==> src/rtl/core/reverse_stream_in_groups_of_k_unit_macros.svh <==
// Assertion macros shared by the group-reversal RTL.
// Included by the modules that carry concurrent checks; no other dependencies.
`ifndef REVERSE_STREAM_IN_GROUPS_OF_K_UNIT_MACROS_SVH
`define REVERSE_STREAM_IN_GROUPS_OF_K_UNIT_MACROS_SVH

// Property must hold at every clock outside reset.
`define RSK_ASSERT(label, prop, msg) \
  label: assert property (@(posedge clk_i) disable iff (!rst_ni) (prop)) else $error(msg);

// Condition must never be seen outside reset.
`define RSK_NEVER(label, cond, msg) \
  label: assert property (@(posedge clk_i) disable iff (!rst_ni) !(cond)) else $error(msg);

`endif

==> src/rtl/core/rsk_pkg.sv <==
// Shared types and constants for the group-reversal unit.
// No dependencies; used by every module in rtl/core except rsk_ram.
package rsk_pkg;

  localparam int unsigned MAX_GROUP_DEF  = 16;
  localparam int unsigned VALUE_W        = 32;
  localparam int unsigned GROUP_SIZE_W   = 5;
  localparam logic [GROUP_SIZE_W-1:0] GROUP_SIZE_RST = 5'd3;

  // Group length field in a descriptor; wide enough for any MaxGroup up to 127.
  localparam int unsigned DESC_CNT_W = 7;

  typedef logic [DESC_CNT_W-1:0] desc_cnt_t;

  // One completed group handed from the front end to the back end.
  typedef struct packed {
    logic      bank;
    desc_cnt_t count;
    logic      reverse;
    logic      eol;
  } desc_t;

  // Back end returns a buffer bank once its last read is issued.
  typedef struct packed {
    logic valid;
    logic bank;
  } release_t;

endpackage

==> src/rtl/core/rsk_ram.sv <==
// Generic single-write, single-read RAM with registered read data.
// No dependencies.
module rsk_ram #(
  parameter int unsigned Width = 32,
  parameter int unsigned Depth = 32
) (
  input  logic                                    clk_i,
  input  logic                                    we_i,
  input  logic [(Depth > 1 ? $clog2(Depth) : 1)-1:0] waddr_i,
  input  logic [Width-1:0]                        wdata_i,
  input  logic                                    re_i,
  input  logic [(Depth > 1 ? $clog2(Depth) : 1)-1:0] raddr_i,
  output logic [Width-1:0]                        rdata_o
);

  logic [Width-1:0] mem_q [Depth];
  logic [Width-1:0] rdata_q;

  // write port
  always_ff @(posedge clk_i) begin
    if (we_i) begin
      mem_q[waddr_i] <= wdata_i;
    end
  end

  // registered read port
  always_ff @(posedge clk_i) begin
    if (re_i) begin
      rdata_q <= mem_q[raddr_i];
    end
  end

  assign rdata_o = rdata_q;

endmodule

==> src/rtl/core/rsk_desc_fifo.sv <==
// Two-entry queue of group descriptors between front and back end.
// Depends on rsk_pkg and the assertion macro header.
`include "reverse_stream_in_groups_of_k_unit_macros.svh"

module rsk_desc_fifo (
  input  logic          clk_i,
  input  logic          rst_ni,
  input  logic          push_i,
  input  rsk_pkg::desc_t desc_i,
  output logic          full_o,
  input  logic          pop_i,
  output rsk_pkg::desc_t desc_o,
  output logic          empty_o
);

  rsk_pkg::desc_t ent_q [2];
  logic           wr_ptr_q, wr_ptr_d;
  logic           rd_ptr_q, rd_ptr_d;
  logic [1:0]     cnt_q, cnt_d;
  logic           do_push, do_pop;

  assign full_o  = (cnt_q == 2'd2);
  assign empty_o = (cnt_q == 2'd0);
  assign do_push = push_i && !full_o;
  assign do_pop  = pop_i && !empty_o;
  assign desc_o  = ent_q[rd_ptr_q];

  // pointer and occupancy update
  always_comb begin
    wr_ptr_d = do_push ? ~wr_ptr_q : wr_ptr_q;
    rd_ptr_d = do_pop ? ~rd_ptr_q : rd_ptr_q;
    cnt_d    = cnt_q + 2'(do_push) - 2'(do_pop);
  end

  always_ff @(posedge clk_i or negedge rst_ni) begin
    if (!rst_ni) begin
      wr_ptr_q <= 1'b0;
      rd_ptr_q <= 1'b0;
      cnt_q    <= 2'd0;
    end else begin
      wr_ptr_q <= wr_ptr_d;
      rd_ptr_q <= rd_ptr_d;
      cnt_q    <= cnt_d;
    end
  end

  // descriptor storage
  always_ff @(posedge clk_i) begin
    if (do_push) begin
      ent_q[wr_ptr_q] <= desc_i;
    end
  end

  // bank ownership keeps at most two groups outstanding
  `RSK_NEVER(a_desc_overflow, push_i && full_o, "descriptor pushed into full queue")
  `RSK_NEVER(a_desc_underflow, pop_i && empty_o, "descriptor popped from empty queue")

endmodule

==> src/rtl/core/rsk_front.sv <==
// Front end: takes requests, writes elements into the ping-pong buffer and
// closes groups into descriptors. Depends on rsk_pkg and the macro header.
`include "reverse_stream_in_groups_of_k_unit_macros.svh"

module rsk_front #(
  parameter int unsigned MaxGroup = rsk_pkg::MAX_GROUP_DEF
) (
  input  logic                                  clk_i,
  input  logic                                  rst_ni,
  input  logic                                  push_i,
  output logic                                  full_o,
  input  logic signed [rsk_pkg::VALUE_W-1:0]    value_i,
  input  logic                                  end_of_list_i,
  input  logic                                  group_size_we_i,
  input  logic [rsk_pkg::GROUP_SIZE_W-1:0]      group_size_i,
  output logic                                  ram_we_o,
  output logic [$clog2(2*MaxGroup)-1:0]         ram_waddr_o,
  output logic [rsk_pkg::VALUE_W-1:0]           ram_wdata_o,
  output logic                                  desc_push_o,
  output rsk_pkg::desc_t                        desc_o,
  input  rsk_pkg::release_t                     release_i
);

  localparam int unsigned CntW  = $clog2(MaxGroup + 1);
  localparam int unsigned AddrW = $clog2(2 * MaxGroup);

  logic [rsk_pkg::GROUP_SIZE_W-1:0] group_size_q;
  logic [CntW-1:0]                  fill_cnt_q, fill_cnt_d;
  logic                             fill_bank_q, fill_bank_d;
  logic [1:0]                       busy_q, busy_d;
  logic [CntW-1:0]                  k_eff;
  logic [CntW-1:0]                  cnt_inc;
  logic                             accept;
  logic                             grp_full;
  logic                             flush;

  // effective group length: zero acts as one, large values clamp
  always_comb begin
    if (group_size_q == '0) begin
      k_eff = CntW'(1);
    end else if (int'(group_size_q) > int'(MaxGroup)) begin
      k_eff = CntW'(MaxGroup);
    end else begin
      k_eff = CntW'(group_size_q);
    end
  end

  // input handshake: stall while the bank being filled is still being read
  assign full_o   = busy_q[fill_bank_q];
  assign accept   = push_i && !full_o;
  assign cnt_inc  = fill_cnt_q + CntW'(1);
  assign grp_full = (cnt_inc >= k_eff);
  assign flush    = accept && (grp_full || end_of_list_i);

  // buffer write
  assign ram_we_o    = accept;
  assign ram_waddr_o = (fill_bank_q ? AddrW'(MaxGroup) : AddrW'(0)) + AddrW'(fill_cnt_q);
  assign ram_wdata_o = value_i;

  // descriptor for a closed group
  assign desc_push_o     = flush;
  assign desc_o.bank     = fill_bank_q;
  assign desc_o.count    = rsk_pkg::desc_cnt_t'(cnt_inc);
  assign desc_o.reverse  = grp_full;
  assign desc_o.eol      = end_of_list_i;

  // fill position, bank select and bank ownership
  always_comb begin
    fill_cnt_d  = fill_cnt_q;
    fill_bank_d = fill_bank_q;
    busy_d      = busy_q;
    if (release_i.valid) begin
      busy_d[release_i.bank] = 1'b0;
    end
    if (flush) begin
      fill_cnt_d          = '0;
      fill_bank_d         = ~fill_bank_q;
      busy_d[fill_bank_q] = 1'b1;
    end else if (accept) begin
      fill_cnt_d = cnt_inc;
    end
  end

  always_ff @(posedge clk_i or negedge rst_ni) begin
    if (!rst_ni) begin
      group_size_q <= rsk_pkg::GROUP_SIZE_RST;
      fill_cnt_q   <= '0;
      fill_bank_q  <= 1'b0;
      busy_q       <= '0;
    end else begin
      if (group_size_we_i) begin
        group_size_q <= group_size_i;
      end
      fill_cnt_q  <= fill_cnt_d;
      fill_bank_q <= fill_bank_d;
      busy_q      <= busy_d;
    end
  end

  `RSK_ASSERT(a_release_busy, release_i.valid |-> busy_q[release_i.bank],
              "bank released that was not owned by the back end")
  `RSK_ASSERT(a_fill_bound, fill_cnt_q < CntW'(MaxGroup),
              "fill count reached buffer depth without a flush")

endmodule

==> src/rtl/core/rsk_back.sv <==
// Back end: reads each closed group from the buffer in the requested order and
// queues the results for the output side. Depends on rsk_pkg and the macro header.
`include "reverse_stream_in_groups_of_k_unit_macros.svh"

module rsk_back #(
  parameter int unsigned MaxGroup = rsk_pkg::MAX_GROUP_DEF
) (
  input  logic                                  clk_i,
  input  logic                                  rst_ni,
  input  logic                                  desc_empty_i,
  input  rsk_pkg::desc_t                        desc_i,
  output logic                                  desc_pop_o,
  output logic                                  ram_re_o,
  output logic [$clog2(2*MaxGroup)-1:0]         ram_raddr_o,
  input  logic [rsk_pkg::VALUE_W-1:0]           ram_rdata_i,
  output rsk_pkg::release_t                     release_o,
  output logic                                  empty_o,
  input  logic                                  pop_i,
  output logic signed [rsk_pkg::VALUE_W-1:0]    value_res_o,
  output logic                                  run_last_o,
  output logic                                  list_last_o
);

  localparam int unsigned CntW     = $clog2(MaxGroup + 1);
  localparam int unsigned AddrW    = $clog2(2 * MaxGroup);
  localparam int unsigned OutDepth = 4;
  localparam int unsigned OPtrW    = $clog2(OutDepth);
  localparam int unsigned OCntW    = $clog2(OutDepth + 1);

  typedef enum logic [1:0] {
    BkIdle = 2'b01,
    BkRun  = 2'b10
  } bk_state_e;

  bk_state_e      state_q, state_d;
  rsk_pkg::desc_t cur_q, cur_d;
  logic [CntW-1:0] idx_q, idx_d;
  logic [CntW-1:0] cur_cnt;
  logic [CntW-1:0] src;
  logic            space;
  logic            issue;
  logic            last_issue;

  logic            rd_vld_q;
  logic            rd_run_last_q;
  logic            rd_list_last_q;

  logic [rsk_pkg::VALUE_W-1:0] ov_value_q [OutDepth];
  logic                        ov_run_q   [OutDepth];
  logic                        ov_list_q  [OutDepth];
  logic [OPtrW-1:0]            owr_ptr_q, ord_ptr_q;
  logic [OCntW-1:0]            ocnt_q, ocnt_d;
  logic                        opop;

  // issue a read only when the output queue has room for it
  assign cur_cnt    = CntW'(cur_q.count);
  assign space      = (ocnt_q + OCntW'(rd_vld_q)) < OCntW'(OutDepth);
  assign issue      = (state_q == BkRun) && space;
  assign last_issue = issue && ((idx_q + CntW'(1)) == cur_cnt);
  assign src        = cur_q.reverse ? (cur_cnt - CntW'(1) - idx_q) : idx_q;

  assign ram_re_o    = issue;
  assign ram_raddr_o = (cur_q.bank ? AddrW'(MaxGroup) : AddrW'(0)) + AddrW'(src);

  assign release_o.valid = last_issue;
  assign release_o.bank  = cur_q.bank;

  // group sequencer
  always_comb begin
    state_d    = state_q;
    cur_d      = cur_q;
    idx_d      = idx_q;
    desc_pop_o = 1'b0;
    unique case (state_q)
      BkIdle: begin
        if (!desc_empty_i) begin
          desc_pop_o = 1'b1;
          cur_d      = desc_i;
          idx_d      = '0;
          state_d    = BkRun;
        end
      end
      BkRun: begin
        if (last_issue) begin
          if (!desc_empty_i) begin
            desc_pop_o = 1'b1;
            cur_d      = desc_i;
            idx_d      = '0;
          end else begin
            state_d = BkIdle;
          end
        end else if (issue) begin
          idx_d = idx_q + CntW'(1);
        end
      end
      default: begin
        state_d = BkIdle;
      end
    endcase
  end

  always_ff @(posedge clk_i or negedge rst_ni) begin
    if (!rst_ni) begin
      state_q  <= BkIdle;
      idx_q    <= '0;
      rd_vld_q <= 1'b0;
    end else begin
      state_q  <= state_d;
      idx_q    <= idx_d;
      rd_vld_q <= issue;
    end
  end

  // descriptor and read-side marks travel alongside the RAM read
  always_ff @(posedge clk_i) begin
    cur_q <= cur_d;
    if (issue) begin
      rd_run_last_q  <= last_issue;
      rd_list_last_q <= last_issue && cur_q.eol;
    end
  end

  // output queue
  assign empty_o     = (ocnt_q == '0);
  assign opop        = pop_i && !empty_o;
  assign value_res_o = ov_value_q[ord_ptr_q];
  assign run_last_o  = ov_run_q[ord_ptr_q];
  assign list_last_o = ov_list_q[ord_ptr_q];
  assign ocnt_d      = ocnt_q + OCntW'(rd_vld_q) - OCntW'(opop);

  always_ff @(posedge clk_i or negedge rst_ni) begin
    if (!rst_ni) begin
      owr_ptr_q <= '0;
      ord_ptr_q <= '0;
      ocnt_q    <= '0;
    end else begin
      if (rd_vld_q) begin
        owr_ptr_q <= owr_ptr_q + OPtrW'(1);
      end
      if (opop) begin
        ord_ptr_q <= ord_ptr_q + OPtrW'(1);
      end
      ocnt_q <= ocnt_d;
    end
  end

  always_ff @(posedge clk_i) begin
    if (rd_vld_q) begin
      ov_value_q[owr_ptr_q] <= ram_rdata_i;
      ov_run_q[owr_ptr_q]   <= rd_run_last_q;
      ov_list_q[owr_ptr_q]  <= rd_list_last_q;
    end
  end

  `RSK_ASSERT(a_out_bound, ocnt_q <= OCntW'(OutDepth), "output queue overflow")
  `RSK_ASSERT(a_idx_bound, (state_q == BkRun) |-> (idx_q < cur_cnt),
              "read index ran past the group length")

endmodule

==> src/rtl/core/reverse_stream_in_groups_of_k_unit.sv <==
// Reverses a stream in groups of group_size elements: each full group leaves in
// reversed order, and a partial group closed by end_of_list leaves in arrival
// order. The buffer holds two banks of MaxGroup entries, so filling one group
// overlaps the readout of the one before; an element is taken in any cycle in
// which the bank being filled is free. Readout runs at one result per cycle
// through the single buffer read port while the result queue has room. A
// closed group is queued as a descriptor, taken by the back end and read from
// the RAM into the result queue. full is raised when both banks still hold
// groups waiting to be read out. A stalled pop fills the four-entry result
// queue first and then both banks.
// Depends on rsk_pkg, rsk_ram, rsk_desc_fifo, rsk_front and rsk_back.
module reverse_stream_in_groups_of_k_unit #(
  parameter int unsigned MaxGroup = rsk_pkg::MAX_GROUP_DEF
) (
  input  logic                               clk_i,
  input  logic                               rst_ni,
  // element requests
  input  logic                               push,
  output logic                               full,
  input  logic signed [rsk_pkg::VALUE_W-1:0] value_i,
  input  logic                               end_of_list_i,
  // result requests
  output logic                               empty,
  input  logic                               pop,
  output logic signed [rsk_pkg::VALUE_W-1:0] value_res_o,
  output logic                               run_last_o,
  output logic                               list_last_o,
  // group length register
  input  logic                               group_size_we_i,
  input  logic [rsk_pkg::GROUP_SIZE_W-1:0]   group_size_i
);

  localparam int unsigned AddrW = $clog2(2 * MaxGroup);

  logic                        ram_we;
  logic [AddrW-1:0]            ram_waddr;
  logic [rsk_pkg::VALUE_W-1:0] ram_wdata;
  logic                        ram_re;
  logic [AddrW-1:0]            ram_raddr;
  logic [rsk_pkg::VALUE_W-1:0] ram_rdata;

  logic                        dq_push, dq_full, dq_pop, dq_empty;
  rsk_pkg::desc_t              dq_in, dq_out;
  rsk_pkg::release_t           bank_release;

  rsk_front #(
    .MaxGroup(MaxGroup)
  ) u_front (
    .clk_i          (clk_i),
    .rst_ni         (rst_ni),
    .push_i         (push),
    .full_o         (full),
    .value_i        (value_i),
    .end_of_list_i  (end_of_list_i),
    .group_size_we_i(group_size_we_i),
    .group_size_i   (group_size_i),
    .ram_we_o       (ram_we),
    .ram_waddr_o    (ram_waddr),
    .ram_wdata_o    (ram_wdata),
    .desc_push_o    (dq_push),
    .desc_o         (dq_in),
    .release_i      (bank_release)
  );

  rsk_desc_fifo u_desc_fifo (
    .clk_i  (clk_i),
    .rst_ni (rst_ni),
    .push_i (dq_push),
    .desc_i (dq_in),
    .full_o (dq_full),
    .pop_i  (dq_pop),
    .desc_o (dq_out),
    .empty_o(dq_empty)
  );

  rsk_ram #(
    .Width(rsk_pkg::VALUE_W),
    .Depth(2 * MaxGroup)
  ) u_buf (
    .clk_i  (clk_i),
    .we_i   (ram_we),
    .waddr_i(ram_waddr),
    .wdata_i(ram_wdata),
    .re_i   (ram_re),
    .raddr_i(ram_raddr),
    .rdata_o(ram_rdata)
  );

  rsk_back #(
    .MaxGroup(MaxGroup)
  ) u_back (
    .clk_i       (clk_i),
    .rst_ni      (rst_ni),
    .desc_empty_i(dq_empty),
    .desc_i      (dq_out),
    .desc_pop_o  (dq_pop),
    .ram_re_o    (ram_re),
    .ram_raddr_o (ram_raddr),
    .ram_rdata_i (ram_rdata),
    .release_o   (bank_release),
    .empty_o     (empty),
    .pop_i       (pop),
    .value_res_o (value_res_o),
    .run_last_o  (run_last_o),
    .list_last_o (list_last_o)
  );

  // the descriptor queue never fills: each queued group owns a bank
  logic unused_dq_full;
  assign unused_dq_full = dq_full;

endmodule

==> config.mk <==
export PLATFORM = sky130hd
export DESIGN_NAME = reverse_stream_in_groups_of_k_unit
export DESIGN_NICKNAME = d
export VERILOG_FILES = /design/src/rtl/core/rsk_pkg.sv /design/src/rtl/core/rsk_ram.sv /design/src/rtl/core/rsk_desc_fifo.sv /design/src/rtl/core/rsk_front.sv /design/src/rtl/core/rsk_back.sv /design/src/rtl/core/reverse_stream_in_groups_of_k_unit.sv
export VERILOG_INCLUDE_DIRS = /design/src /design/src/rtl/core
export SDC_FILE = /design/constraint.sdc
export NUM_CORES = 1
export LEC_CHECK = 0
export BUFFER_PORTS_ARGS = -buffer_cell sky130_fd_sc_hd__buf_2
export CAP_MARGIN = 10
export CORE_ASPECT_RATIO = 1.25
export CORE_UTILIZATION = 29
export DETAILED_ROUTE_END_ITERATION = 16
export HOLD_SLACK_MARGIN = 0.1
export PLACE_DENSITY = 0.39
export SYNTH_ARGS = -nofsm -noshare
export SYNTH_HDL_FRONTEND = slang
export SYNTH_SLANG_ARGS = --single-unit
==> constraint.sdc <==
create_clock -name clk_i -period 4.1 [get_ports clk_i]
set_input_delay 0.205 -clock clk_i [delete_from_list [all_inputs] [get_ports clk_i]]
set_output_delay 0.205 -clock clk_i [all_outputs]
set_load 0.05 [all_outputs]
After elaboration in Yosys (flattened, before gate mapping) --
Memories as Yosys holds them, arrays and structs flattened. A register that Yosys moved wholly into a read port is not among the register bits. Index checks and enable logic that the tools add are counted.
Storage, ports and cells: register bits after elaboration 44, RAM bits 1176, output and inout bits 36, logic and storage cells 115, input port bits 43, memories kept 5
Cells by class: bitwise logic cells 6, reductions and logical operators 23, add/sub/neg operators 12, multiplexer cells 35, equality and inequality tests 8, order comparisons 7
Memories:
- u_buf.mem_q | depth 32, width 32, read ports 1, clocked after memory_dff 1, write ports 1, line rsk_ram.sv:16 | logic [Width-1:0] mem_q [Depth];
- u_back.ov_value_q | depth 4, width 32, read ports 1, clocked after memory_dff 0, write ports 1, line rsk_back.sv:48 | logic [rsk_pkg::VALUE_W-1:0] ov_value_q [OutDepth];
- u_desc_fifo.ent_q | depth 2, width 8, read ports 1, clocked after memory_dff 0, write ports 1, line rsk_desc_fifo.sv:16 | rsk_pkg::desc_t ent_q [2];
- u_back.ov_list_q | depth 4, width 1, read ports 1, clocked after memory_dff 0, write ports 1, line rsk_back.sv:50 | logic ov_list_q [OutDepth];
- u_back.ov_run_q | depth 4, width 1, read ports 1, clocked after memory_dff 0, write ports 1, line rsk_back.sv:49 | logic ov_run_q [OutDepth];
Operators by type and width (number):
- two-way mux 5 bit | 10
- two-way mux 10 bit | 2
- one-hot mux 10 bit (2 select lines) | 1
- two-way mux 1 bit | 12
- adder 5 x 1 -> 5 bit, second input constant | 2
- adder 5 bit | 2
- logical AND 1 bit | 10
- two-way mux 2 bit | 5
- one-hot mux 5 bit (2 select lines) | 1
- == test 5 bit | 1
- greater-or-equal comparator 5 bit | 1
- > comparator 5 bit, second input constant | 1
- zero test 5 bit | 1
- subtractor 5 x 1 -> 5 bit, second input constant | 1
- subtractor 5 bit | 1
- adder 2 x 1 -> 2 bit, second input constant | 2
- == test 2 bit, second input constant | 2
- zero test 1 bit | 4
- less-than comparator 1 x 2 -> 1 bit, second input constant | 2
- != test 2 x 1 -> 1 bit, second input constant | 2
- one-hot mux 2 bit (2 select lines) | 1
- AND reduction 2 bit | 2
- nonzero test 2 bit | 2
- adder 3 x 1 -> 3 bit | 1
- 18 further kinds | 22

Longest topological paths before layout --
Gate-level depths: netlist of run 1.
depth after elaboration 9, gate-level depth with buffers 17, gate-level depth less buffers 13

Cells and area by module --
Synthesis of run 1 repeated with hierarchy kept, for this count alone.
Unflattened totals: cell total of the unflattened synthesis 2743, area, all modules 49169.7 sq um
Modules (own cells, without submodules):
- rsk_ram | cells an instance 2260, seq. area each 31710.4 sq um, area an instance 40805.4 sq um, instances 1
- rsk_back | cells an instance 311, seq. area each 4760.8 sq um, area an instance 6336.1 sq um, instances 1
- rsk_front | cells an instance 123, seq. area each 327.8 sq um, area an instance 1103.6 sq um, instances 1
- rsk_desc_fifo | cells an instance 49, seq. area each 700.7 sq um, area an instance 924.6 sq um, instances 1

Worst setup path after synthesis of run 1 --
No wires, ideal clock.
path type reg2reg, start point register u_back.idx_q[0], end point register u_buf.rdata_q[26] (netlist: u_buf.rdata_o[26]) (read register of u_buf.mem_q), data pin, data required time 3.832 ns, setup time 0.268 ns, arrival time 3.451 ns, setup slack 0.380 ns, cell stages (with the launch flop) 16, cell sequence dfrtp_1 buf_2 inv_2 clkbuf_1 buf_2 ha_1 inv_1 fa_1 buf_2 or2b_4 nand2_1 buf_4 mux2_2 mux4_2 o32ai_1 a211oi_2
On the way: longest elaborated chain between the ends 3
Ends and longest elaborated chain:
- from (decl) | line rsk_back.sv:37 | logic [CntW-1:0] idx_q, idx_d;
- from (signal assigned) | line rsk_back.sv:109 | idx_q <= idx_d;
- subtractor 5 bit | line rsk_back.sv:60 | assign src = cur_q.reverse ? (cur_cnt - CntW'(1) - idx_q) : idx_q;
- two-way mux 5 bit (*) | line rsk_back.sv:60
- adder 5 bit (*) | line rsk_back.sv:63 | assign ram_raddr_o = (cur_q.bank ? AddrW'(MaxGroup) : AddrW'(0)) + AddrW'(src);
- to (decl) | line rsk_ram.sv:17 | logic [Width-1:0] rdata_q;
Mark *: on every way between the ends. The rest lies on a longest branch, timed or not. A chain may end at the register's enable or synchronous reset.

Final worst setup path of run 1 --
start point register u_back.idx_q[0], end point register u_buf.rdata_q[3] (netlist: u_buf.rdata_o[3]) (read register of u_buf.mem_q), data pin
Same word-level chain as after synthesis.

==> reports/metrics.cfg, run 1 <==
[drt]
post_drt_wl_per_cell_um=29.6
dr.pass1.iters=5
vias=36400
met3_length_mm=9.95
wl_met1_mm=83.8
drtIter0Drc=2984
postRouteAntennaNets=0
avgViaCountPerCell=5.53
top_layer=met5
drc=0
drt_wl_total_mm=195
wl_met2_mm=95.8

[sta]
final-setup-viol-count=0
slew_viol_final=0
fin_tns_setup_ps=0
postLayoutSetupSlackWorst_ps=290
finalCritPeriodShare=0.929
fin_skew_ps=25.3
worst_slew_margin_rel=0.321
period_minus_slack_ps=3810
rsz0062_at_grt=no
max_freq_mhz=262
worst_pin_slew_ps=1020
finalHoldViolations=0

[pwr]
leakagePower_uw=0.0198
p_per_area_nw_per_um2=438
ir_drop_mv=0.445
p_total_uw=27900

[clock_tree]
hold_buffers=49
cts_made_buffers=138
cts_tree=built
root_buffer=clkbuf_16
clkTransAtPathRegs_ps=60
htreeDepth=4
cts_resized=0
clk_latency_ps=800
clock_sinks=1250
clockBufferDepth=3
cts_setup_buffers=0

[die]
rows=177
die_w_um=389
pin_count=79
start_util=0.292
core_um2=186000
dieArea_um2=189000
die_y_um=486

[run_status]
outcome=complete, no violations

[global_routing]
grt.total_usage=0.204
antenna_found_initial=12
overflow=0
grt_pass1_vias=36200
grt_pass1_wl_mm=276
grt_max_degree=124

[worst_setup_path]
cp_slowest_cell=fa_4
crit_fanout=34
crit_path_cell_trace=inv_6, ha_4, inv_1, fa_4, or2b_4, nand2_4, buf_12, buf_12, a211oi_1, a311oi_1, nor3_1, nor4_1
critPathCaptureType=flop
max_stage_delay_ps=710
arrival_ps=4340
critPathMostFrequentCell=buf_12
cp_top_family=simple AND/OR/NAND/NOR gates
crit_required_ps=4630
path_buf_inv=4
crit_type=reg2reg
start_kind=flop

[yosys]
postSynthAreaPerCell_um2=13.7
async_flop_share=0.0256
synth.cell_area_um2=54300
synth_top_area_share=0.674
syn_nets=4038
synth.top_cells.by_area=edfxtp_1 67%, o211ai_1 4.4%, o31ai_1 2.1%
yosysUniqueCellTypes=68
yosysWarnings=0
synthCells=3968
synth_edf_count=1218
yosysTopAreaCell=edfxtp_1
ys_seq_area_frac=0.689
ys.flop_type=edfxtp_1
ys_ff_latch=1250

[placement]
hpwl_mm=107
gp_congestion=0.753
dp_cells=6296
postPlaceCellArea_um2=58800
preCtsSetupSlack_ps=273
portBuffers=78

[final_layout]
drive_gt1_frac=0.142
finalInstanceArea_um2=63600
num-fill-cells=18000
syn2layout_area_growth_pct=17.3
fin_nets=4139
stdcell_count=6593

[flow_run]
drv_cap=0

[worst_hold_path]
hold_path_class=in2reg

-- per-stage QoR --
step	hold slack, ps	utilization
after floorplan	-90.6	-
after global placement	353	0.316
after detailed placement	358	0.316
after CTS	157	0.342
after global routing	195	0.342
final	208	0.342
-- synthesized netlist by cell type (all sizes together), types with 10 or more instances --
library cell and number:
buf 172, nor2b 14, a221o 24, nor2 249, o21ai 190, o311ai 49, nand2b 62, a31oi 33
nor4 27, nand3 94, edfxtp 1218, mux2 19, o31ai 153, xor2 10, dfrtp 29, and3 58
o211ai 316, a211oi 146, nor3 101, xnor2 19, o22ai 12, a311oi 92, o21a 58, clkbuf 190
mux4 35, inv 61, o2bb2ai 25, o311a 25, a21oi 108, nand2 285, ha 26
-- area by class of cell --
type                            count  area, um^2  share of cell area
Sequential cell                  1250       37400               0.588
Inverter                           61         249             0.00391
Multi-Input combinational cell   2295       15400               0.242
Timing Repair Buffer              323        3240              0.0509
Clock buffer                      186        3850              0.0606
Antenna cell                        3        7.51            0.000118
Tap cell                         2416        3020              0.0475
Clock inverter                     59         472             0.00742
-- where the power goes --
group / switching, uW / total [uW] / internal (uW)
logic: 1040 / 1530 / 495
clock network: 5250 / 12200 / 6970
registers: 119 / 14100 / 14000
-- final timing paths --
check                                startpoint                       to  slack [ps]  cells past startpoint
min                               end_of_list_i  u_desc_fifo.ent_q[0][0]         210                      2
max reg2reg                     u_back.idx_q[0]         u_buf.rdata_o[3]         290                     12
min reg2reg                u_desc_fifo.wr_ptr_q     u_desc_fifo.wr_ptr_q         500                      1
max                             u_back.idx_q[0]         u_buf.rdata_o[3]         290                     12
min in group asynchronous                rst_ni  u_front.group_size_q[0]         580                      3
max in group asynchronous                rst_ni          u_back.idx_q[0]        3260                      4
-- flip-flops by register name (all words and copies together), names as in the netlist, 2 cells and up --
name,flops
u_back.ov_list_q,4
u_back.state_q,2
u_back.idx_q,5
u_back.cur_q,2
u_back.cur_cnt,5
u_back.owr_ptr_q,2
u_back.ord_ptr_q,2
u_desc_fifo.ent_q,16
u_back.ocnt_q,3
u_front.busy_q,2
u_buf.rdata_o,32
u_front.fill_cnt_q,5
u_back.ov_run_q,4
u_back.ov_value_q,128
u_buf.mem_q,1024
u_desc_fifo.cnt_q,2
u_front.group_size_q,5
-- cell usage in the layout (no fill, tap or decap), drive strengths merged, types with 24 or more instances in the layout --
cell type and instances:
a311oi 92, a221o 24, dlygate4sd3 48, o211ai 316, edfxtp 1218, o31ai 153, o21ai 190, o311a 25
a21oi 108, clkinv 43, nand2 285, dfrtp 29, ha 26, a31oi 33, clkbuf 186, o311ai 49
buf 275, nand2b 62, inv 68, nand3 94, mux4 35, o21a 58, nor3 101, o2bb2ai 25
nor2 249, a211oi 146, and3 58, nor4 27
-- layer usage --
layer / global-route usage / vias to the layer above
met4: 0.0646 / 6
met3: 0.0319 / 307
met5: 0 / -
met2: 0.347 / 1083
li1: - / 16000
met1: 0.266 / 19000
-- logic make-up after synthesis --
logic type	after synthesis	share of synthesized area
buffers and inverters	423	0.0336
adders and majority gates	27	0.00637
muxes	61	0.0201
and+or+nand+nor	900	0.0758
DFF	1250	0.689
AOI/OAI and AO/OA	1277	0.170
xor gates and xnor gates	30	0.00537
Note: power is estimated with default switching activity, not from simulation.
==> run 2: changes to the inputs <==
--- a/config.mk
+++ b/config.mk
@@ -12,7 +12,7 @@
 export CORE_UTILIZATION = 29
 export DETAILED_ROUTE_END_ITERATION = 16
 export HOLD_SLACK_MARGIN = 0.1
-export PLACE_DENSITY = 0.39
+export PLACE_DENSITY = 0.43
 export SYNTH_ARGS = -nofsm -noshare
 export SYNTH_HDL_FRONTEND = slang
 export SYNTH_SLANG_ARGS = --single-unit
==> constraint.sdc (replaced) <==
create_clock -name clk_i -period 3.3 [get_ports clk_i]
set_input_delay 0.165 -clock clk_i [delete_from_list [all_inputs] [get_ports clk_i]]
set_output_delay 0.165 -clock clk_i [all_outputs]
set_load 0.05 [all_outputs]
==> reports/metrics.cfg, run 2 (synthesized netlist as in run 1, its figures left out) <==
[sta]
rsz0062_at_grt=yes
fin_skew_ps=32.2
period_minus_slack_ps=3550
worst_pin_slew_ps=1010
fin_tns_setup_ps=-4270
postLayoutSetupSlackWorst_ps=-245
max_freq_mhz=282
slew_viol_final=0
finalHoldViolations=0
hold_ws_ps=224
final-setup-viol-count=32
finalCritPeriodShare=1.07
worst_slew_margin_rel=0.328

[clock_tree]
cts_tree=built
htreeDepth=4
clkTransAtPathRegs_ps=70
root_buffer=clkbuf_16
clk_latency_ps=790
cts_made_buffers=135
clockBufferDepth=3
clock_sinks=1250

[placement]
portBuffers=78
hpwl_mm=109
preCtsSetupSlack_ps=-540
gp_congestion=0.772
dp_cells=6493

[drt]
dr.pass1.iters=5
drtIter0Drc=3008
postRouteAntennaNets=0
drc=0
avgViaCountPerCell=5.47
post_drt_wl_per_cell_um=28.2
drt_wl_total_mm=193
vias=37500

[pwr]
p_total_uw=34500
p_per_area_nw_per_um2=507
ir_drop_mv=0.426
leakagePower_uw=0.0217

[die]
die_y_um=486
start_util=0.292
dieArea_um2=189000
pin_count=79
core_um2=186000
rows=177
die_w_um=389

[final_layout]
largest_reg_flops=1024
final_common_cell=edfxtp_1
num-fill-cells=17700
final_cell_mix=1218 x edfxtp_1, 316 x o211ai_1, 271 x nand2_1, 269 x buf_4, 216 x nor2_1
fin_nets=4393
syn2layout_area_growth_pct=25.2
regMostFlops=u_buf.mem_q
stdcell_count=6844
drive_gt1_frac=0.237

[global_routing]
grt_max_degree=128
antenna_found_initial=17
overflow=0
grt_pass1_vias=37600
grt.total_usage=0.200
grt_pass1_wl_mm=274

[worst_setup_path]
start_kind=flop
crit_fanout=8
crit_type=reg2reg
crit_required_ps=3800
critPathCaptureType=flop
arrival_ps=4050

[run_status]
violations=negative setup slack
outcome=finished with violations

[flow_run]
drv_cap=0

[worst_hold_path]
hold_path_class=in2reg

## run 2: where the power goes
part           internal, uW  total, uW  leakage [uW]  switching (uW)
sequential            17400      17500        0.0113             116
combinational           618       1950       0.00833            1340
clock                  8560      15000       0.00208            6430
total                 26600      34500        0.0217            7880
## run 2: path summary, 6_finish.rpt
| kind | start | to | slack [ps] | depth (start not counted) |
|---|---|---|---|---|
| max in group asynchronous | rst_ni | u_back.idx_q[1] | 2510 | 4 |
| worst min register to register | u_desc_fifo.wr_ptr_q | u_desc_fifo.wr_ptr_q | 500 | 1 |
| worst max-delay path | u_back.idx_q[0] | u_buf.rdata_o[26] | -250 | 12 |
| worst min-delay path | group_size_we_i | u_front.group_size_q[4] | 220 | 3 |
| min in group asynchronous | rst_ni | u_front.group_size_q[0] | 520 | 3 |
| worst max register to register | u_back.idx_q[0] | u_buf.rdata_o[26] | -250 | 12 |
## run 2: per-layer routing
| layer | wire [um] | global-route usage | up-vias |
|---|---|---|---|
| li1 | - | - | 16500 |
| met3 | 9380 | 0.0275 | 310 |
| met1 | 79400 | 0.249 | 19500 |
| met5 | 31 | 0 | - |
| met4 | 6570 | 0.0708 | 6 |
| met2 | 97600 | 0.351 | 1126 |
## run 2: critical path: stages (launching register included)
cell,delay (ps)
dfrtp_4,490
clkinv_4,60
ha_4,120
inv_2,40
fa_4,710
or2b_4,340
buf_12,140
nand2_8,170
buf_6,170
mux2_4,290
mux4_2,490
o32ai_4,160
a211oi_2,50
## run 2: final cells by class
type	count	area [um^2]	share of cell area
multi-input combinational	2295	16700	0.245
sequential	1250	37400	0.550
clock inverter	68	656	0.00965
timing repair buffer	580	6340	0.0933
clock buffer	169	3610	0.0532
tap	2416	3020	0.0445
inverter	61	249	0.00366
antenna	5	12.5	0.000184
## run 2: repair_timing
action,CTS,global route
pin swaps,93,108
buffers inserted,34,12
hold endpoints to repair,1075,0
resized for setup,183,172
hold buffers,55,0
endpoints found under the setup margin,32,33
cloned,10,11
## run 2: per-stage QoR
step           cell area, um^2  utilization
6_report                 67900        0.365
5_1_grt                  67900        0.365
4_1_cts                  66800        0.359
3_5_place_dp             60600        0.326
3_3_place_gp             60600        0.326
2_1_floorplan            54300            -
